--- src/design/cpt_pkg.sv ---
package cpt_pkg;

    // Coordinate and arithmetic widths
    localparam int CW    = 16;
    localparam int DIFW  = CW + 1;
    localparam int DOTW  = 2 * DIFW + 2;
    localparam int VW    = 2 * DOTW + 1;
    localparam int SW    = VW;
    localparam int DENW  = VW + 2;
    localparam int LOW   = (SW + 1) / 2;
    localparam int HIW   = SW - LOW;
    localparam int PLW   = LOW + 1 + DIFW;
    localparam int PHW   = HIW + DIFW;
    localparam int NUMW  = SW + DIFW + 1;
    localparam int REMW  = NUMW + 1;
    localparam int QW    = CW + 1;
    localparam int CMPW  = (REMW > DENW + 1 + QW) ? REMW : DENW + 1 + QW;
    localparam int RW    = QW + 2;
    localparam int QDEPTH = 4;
    localparam int QAW   = $clog2(QDEPTH);

    typedef logic [2:0][CW-1:0]   t_vec;
    typedef logic [2:0][DIFW-1:0] t_dvec;

    typedef enum logic [2:0] {
        REG_VERT_A   = 3'd0,
        REG_VERT_B   = 3'd1,
        REG_VERT_C   = 3'd2,
        REG_EDGE_AB  = 3'd3,
        REG_EDGE_AC  = 3'd4,
        REG_EDGE_BC  = 3'd5,
        REG_INTERIOR = 3'd6
    } t_region;

    // One classified request: start + round((s1*e1 + s2*e2) / den)
    typedef struct packed {
        t_region          region;
        t_vec             start;
        t_dvec            e1;
        t_dvec            e2;
        logic [SW-1:0]    s1;
        logic [SW-1:0]    s2;
        logic [DENW-1:0]  den;
    } t_job;

    // Sideband carried down the divider
    typedef struct packed {
        t_region          region;
        t_vec             start;
        logic [2:0]       neg;
        logic [2:0]       ovf;
        logic             zero;
        logic [DENW:0]    d2;
    } t_side;

    function automatic logic signed [DIFW-1:0] sx(input logic [CW-1:0] v);
        return $signed({v[CW-1], v});
    endfunction

endpackage

--- src/design/cpt_queue.sv ---
module cpt_queue (
    input  logic          i_clk,
    input  logic          i_rst_n,
    input  logic          i_push,
    input  cpt_pkg::t_job i_job,
    output logic          o_full,
    input  logic          i_pop,
    output logic          o_empty,
    output cpt_pkg::t_job o_job
);
    import cpt_pkg::*;

    t_job             r_mem [QDEPTH];
    logic [QAW-1:0]   r_wr, r_rd;
    logic [QAW:0]     r_cnt;

    assign o_full  = (r_cnt == (QAW+1)'(QDEPTH));
    assign o_empty = (r_cnt == '0);
    assign o_job   = r_mem[r_rd];

    // Hold pointers and the fill count
    always_ff @(posedge i_clk) begin
        if (!i_rst_n) begin
            r_wr  <= '0;
            r_rd  <= '0;
            r_cnt <= '0;
        end else begin
            if (i_push) begin
                r_wr <= r_wr + 1'b1;
            end
            if (i_pop) begin
                r_rd <= r_rd + 1'b1;
            end
            if (i_push && !i_pop) begin
                r_cnt <= r_cnt + 1'b1;
            end else if (!i_push && i_pop) begin
                r_cnt <= r_cnt - 1'b1;
            end
        end
    end

    // Store the incoming request
    always_ff @(posedge i_clk) begin
        if (i_push) begin
            r_mem[r_wr] <= i_job;
        end
    end

endmodule

--- config.mk ---
export PLATFORM = sky130hd
export DESIGN_NAME = cpt_queue
export DESIGN_NICKNAME = d
export VERILOG_FILES = /design/src/design/cpt_pkg.sv /design/src/design/cpt_queue.sv
export SDC_FILE = /design/constraint.sdc
export NUM_CORES = 1
export LEC_CHECK = 0
export BUFFER_PORTS_ARGS = -buffer_cell sky130_fd_sc_hd__buf_2
export CORE_MARGIN = 3
export CORE_UTILIZATION = 41
export CTS_CLUSTER_SIZE = 16
export DETAILED_ROUTE_END_ITERATION = 12
export GPL_TIMING_DRIVEN = 0
export PLACE_DENSITY = 0.67
export SLEW_MARGIN = 20
export SYNTH_ARGS = -nofsm -noshare
export SYNTH_HDL_FRONTEND = slang
export SYNTH_SLANG_ARGS = --single-unit
--- constraint.sdc ---
create_clock -name i_clk -period 20.5 [get_ports i_clk]
set_input_delay 4.1 -clock i_clk [delete_from_list [all_inputs] [get_ports i_clk]]
set_output_delay 4.1 -clock i_clk [all_outputs]
set_load 0.01 [all_outputs]
# ---- Yosys cells after proc, flatten, opt, wreduce, memory -nomap -nowiden
# Memories as Yosys holds them, arrays and structs flattened. A register that Yosys moved wholly into a read port is not among the register bits.
# Index checks and enable logic that the tools add are counted.
dict set report op_classes {
  muxes 6
  div 0
  n_addsub 4
  reduce_logical 6
  mul 0
  bitwise_logic 0
  shifts 0
  eq_ne 1
  order_cmp 0
}
# operator n
set ops {}
lappend ops {{$mux 3} 2}
lappend ops {{$add 2x1->2 const B} 2}
lappend ops {{$mux 2} 2}
lappend ops {{$add 3x1->3 const B} 1}
lappend ops {{$eq 3x3->1 const B} 1}
lappend ops {{$logic_not 3->1} 1}
lappend ops {{$sub 3x1->3 const B} 1}
lappend ops {{$logic_and 1x1->1} 2}
lappend ops {{$logic_not 1->1} 2}
lappend ops {{$mux 1} 2}
lappend ops {{$reduce_bool 2->1} 1}
dict set report totals {
  romBits 0
  mem_count 1
  ff_bits 7
  out_inout_bits 376
  ram_bits 1496
  latchBits 0
  in_bits 378
  word_cells 21
}
# name words word_bits read_ports rd_ports_with_merged_regs write_ports line_no
set memory_table {}
lappend memory_table {r_mem 4 374 1 1 1 cpt_queue.sv:13} ;# t_job r_mem [QDEPTH];

# ---- Longest topological paths before layout
dict set report depth {
  depth_word 4
  mapped_depth 7
  ltp_nobuf 7
}

# ---- Worst setup path after synthesis
# No wires, ideal clock.
dict set report synth_path {
  kind {input to register}
  start {in i_push}
  end {mem r_mem[0][0] (netlist bit), enable pin}
  arrival_time_ps 12516
  setup_time_ps 783
  path_slack_ps 7201
  path_buffers 0
  cell_stages 1
  required_ps 19717
  cell_sequence {and2_1}
}
dict set report synth_via {
  elab_chain_cells 2
}
# element line_no
set synth_rtl {}
lappend synth_rtl {{start, declared} cpt_queue.sv:4} ;# input logic i_push,
lappend synth_rtl {{$mux 1} cpt_queue.sv:44} ;# if (i_push) begin
lappend synth_rtl {{$mux 1 (not written as such)} cpt_queue.sv:45} ;# r_mem[r_wr] <= i_job;
lappend synth_rtl {{end, declared} cpt_queue.sv:13}
# No other way between the ends.

==> impl_results.md <==
- Min Tclk post-route: 7.22 ns
- GR peak layer: met2
- Worst Path Max Fanout: 10
- Clock skew: 0.0273 ns
- Layout cells sized above 1: 47.7%
- Internal: 5.44 mW
- GR Layer Usage met3: 6.49%
- Reg area: 45100 um2
- Combinational share of power: 10.3%
- Synth warn: 0
- Fin crit share: 35.2%
- Inserted Clock Buffers: 156
- Layout Utilization: 50.6%
- RR Endpoint: r_mem[2][269]
- Post-route DRC: 0
- Finish-stage setup viols: 0
- Max Transition Viols Final: 0
- Max VDD drop: 84.2 uV
- Fin area: 66800 um2
- Startpoint Class: flop
- DR vias: 25000
- Hold_sp: r_cnt[2]
- Ports: 754
- Grt total ovfl: 0
- WP data arrival: 3.12 ns
- Worst R2R Setup Slack: 17.68 ns
- Vias in the first global route: 26200
- Switching power: 1.57 mW
- Port bufs: 753
- Initial core utilization: 41.5%
- Reg power frac: 50.8%
- F_max: 139 MHz
- Clk buf depth: 3
- Max-cap violation count: 0
- Routed vias/inst: 5.15
- CP Capture Type: primary output
- First-pass detailed-route iteration total: 6
- Overall routed net length: 122000 um
- Slew HR: 33.5%
- Synthesized instance count: 1997
- Root buffer cell: clkbuf_16
- Pin count of the biggest net entering global routing: 47
- Detailed Place HPWL: 82000 um
- Clock Pin Slew Worst Setup and Hold Paths: 0.06 ns
- Die W: 371 um
- Vert. Die Dim: 371 um
- DP Area: 61700 um2
- Hold buffers post-CTS: 0
- Switching part of the total: 22.4%
- Post-DR wirelength/cell: 25.2 um
- Clk_lat worst skew: 0.77 ns
- Outcome: finished, final reports clean
- Final Hold Viols: 0
- DIE AREA: 138000 um2
- Mapped Area: 54800 um2
- Total Power: 7.02 mW
- Multi-input logic area: 8680 um2
- Avg Cell Area, Syn: 27.4 um2
- Clock net sink count: 1505
- Crit Path Class: reg2out
- Initial DRC Count: 1721
- P per Cell Area: 105 nW/um2
- Core Box Area: 132000 um2
- Layout area overhead: 21.9%
- Yosys reg bits: 1505
- Met1 Use GR: 21.5%
- Clock power share: 38.8%
- Static Leak: 22.3 nW
- CTS tree: yes
- Register area share after synthesis: 82.4%
- Num rows: 133
- Nets: 3331
- Crit path to: o_job[282]
- Number of setup buffers added after CTS: 0
- Post-cts gate resize count: 0
- Worst reg-to-reg path cell count: 7
- Syn_nets: 2381
- Reg2reg start: r_wr[0]
- Detail Route Antenna Nets: 0
- Synth unique cells: 22
- Worst-margin pin slew: 0.998 ns
- WP data required: 16.40 ns
- Hold_ws: 0.513 ns
- RSZ-0062 raised after global routing: false
- H-tree depth: 4
- Initial antenna violation count: 55
- Total track usage: 17.7%
- Worst min path class: reg2reg
- Final Wtd Congestion: 0.728
- Layout fillers: 10300
- GRT met2 Usage: 28.9%
- First-pass GRT wire length: 178000 um
layout make-up:
type	instances	area share, %
timing repair buffer	792	7.10
buffer	84	1.44
clock buffer	189	6.19
clock inverter	90	1.27
antenna	33	0.124
tap	1755	3.29
inverter	4	0.0225
sequential	1505	67.6
multi-input combinational	404	13.0
Yosys cell counts:
library cell,number,area (um2)
clkbuf_1,4,15.0
or3_1,1,6.26
dfxtp_1,9,180
nand2_1,1,3.75
nor2b_1,2,12.5
buf_4,1,7.51
xnor2_1,2,17.5
buf_2,38,190
fa_1,1,20.0
buf_12,33,661
a21boi_0,1,7.51
ha_1,5,62.6
nor3b_1,1,7.51
o21ai_0,1,5.00
mux4_2,374,8420
xor2_1,3,26.3
nor3_1,1,5.00
edfxtp_1,1496,44900
inv_1,4,15.0
buf_6,8,90.1
and2_1,9,56.3
mux2i_1,2,20.0
worst max-delay path, stage by stage (launching register included):
cell and delay (ns):
dfxtp_1 0.30, buf_2 0.22, clkbuf_1 0.77, buf_2 0.48, mux4_2 0.37, buf_2 0.21
through the flow:
step	std cells	setup WS (ns)	setup TNS (ns)
floorplan	1997	7.20	0
global placement	4505	-0.287	-171.41
detailed placement	4544	13.90	0
CTS	4823	13.08	0
global route	4840	13.09	0
finish	4856	13.28	0
power by group through the flow:
stage	Clock [mW]	Sequential, mW	Combinational [mW]
3_3_place_gp	0	3.74	0.706
4_1_cts	2.80	3.57	0.744
2_1_floorplan	0	3.68	0.397
6_report	2.73	3.57	0.724
3_5_place_dp	0	3.63	0.740
5_1_grt	2.93	3.58	0.776
layer usage:
metal / vias to the layer above / part of all wire, %
li1: 10700 / -
met1: 13200 / 37
met2: 838 / 51
met3: 242 / 8.7
met4: 32 / 3.1
met5: - / 0.18
logic make-up after synthesis:
logic type | Yosys count | synth area share, %
AND/OR/NAND/NOR | 15 | 0.167
flip-flops | 1505 | 82.4
XOR/XNOR | 5 | 0.0800
adder cells (fa/ha/maj) | 6 | 0.151
buffers and inverters | 88 | 1.79
AO/OA/AOI/OAI | 2 | 0.0228
multiplexers | 376 | 15.4
flip-flops by register name, indices dropped and copies added (netlist names), named ones only:
signal,flops
r_rd,2
r_cnt,3
r_mem,1496
r_wr,2
placed cells by master, fill, tap and decap left out:
master,instances
nand2_1,1
inv_1,4
buf_6,8
o21ai_0,1
xor2_1,3
and2_4,4
buf_2,791
buf_12,47
clkinv_1,38
inv_8,2
clkinv_16,3
clkinv_4,4
inv_6,3
clkinvlp_4,8
buf_16,25
or3_1,1
nor3b_1,1
mux4_2,374
nor3_1,1
clkinv_8,2
clkbuf_1,32
mux2i_1,2
edfxtp_1,1496
fa_1,1
a21boi_0,1
buf_4,1
xnor2_1,2
and2_1,5
diode_2,33
inv_16,1
clkbuf_16,161
bufinv_16,11
ha_1,5
dfxtp_1,9
nor2b_1,2
clkinv_2,18
worst min path at each step:
stage | end | slack [ns] | cells after the start
final | r_cnt[2] | 0.51 | 2
after CTS | r_cnt[2] | 0.51 | 2
after floorplan | r_cnt[2] | 0.47 | 2
after detailed placement | r_cnt[2] | 0.50 | 2
after global placement | r_cnt[2] | 0.49 | 2
after global routing | r_cnt[2] | 0.55 | 2
Power figures use the tool's default switching activity.
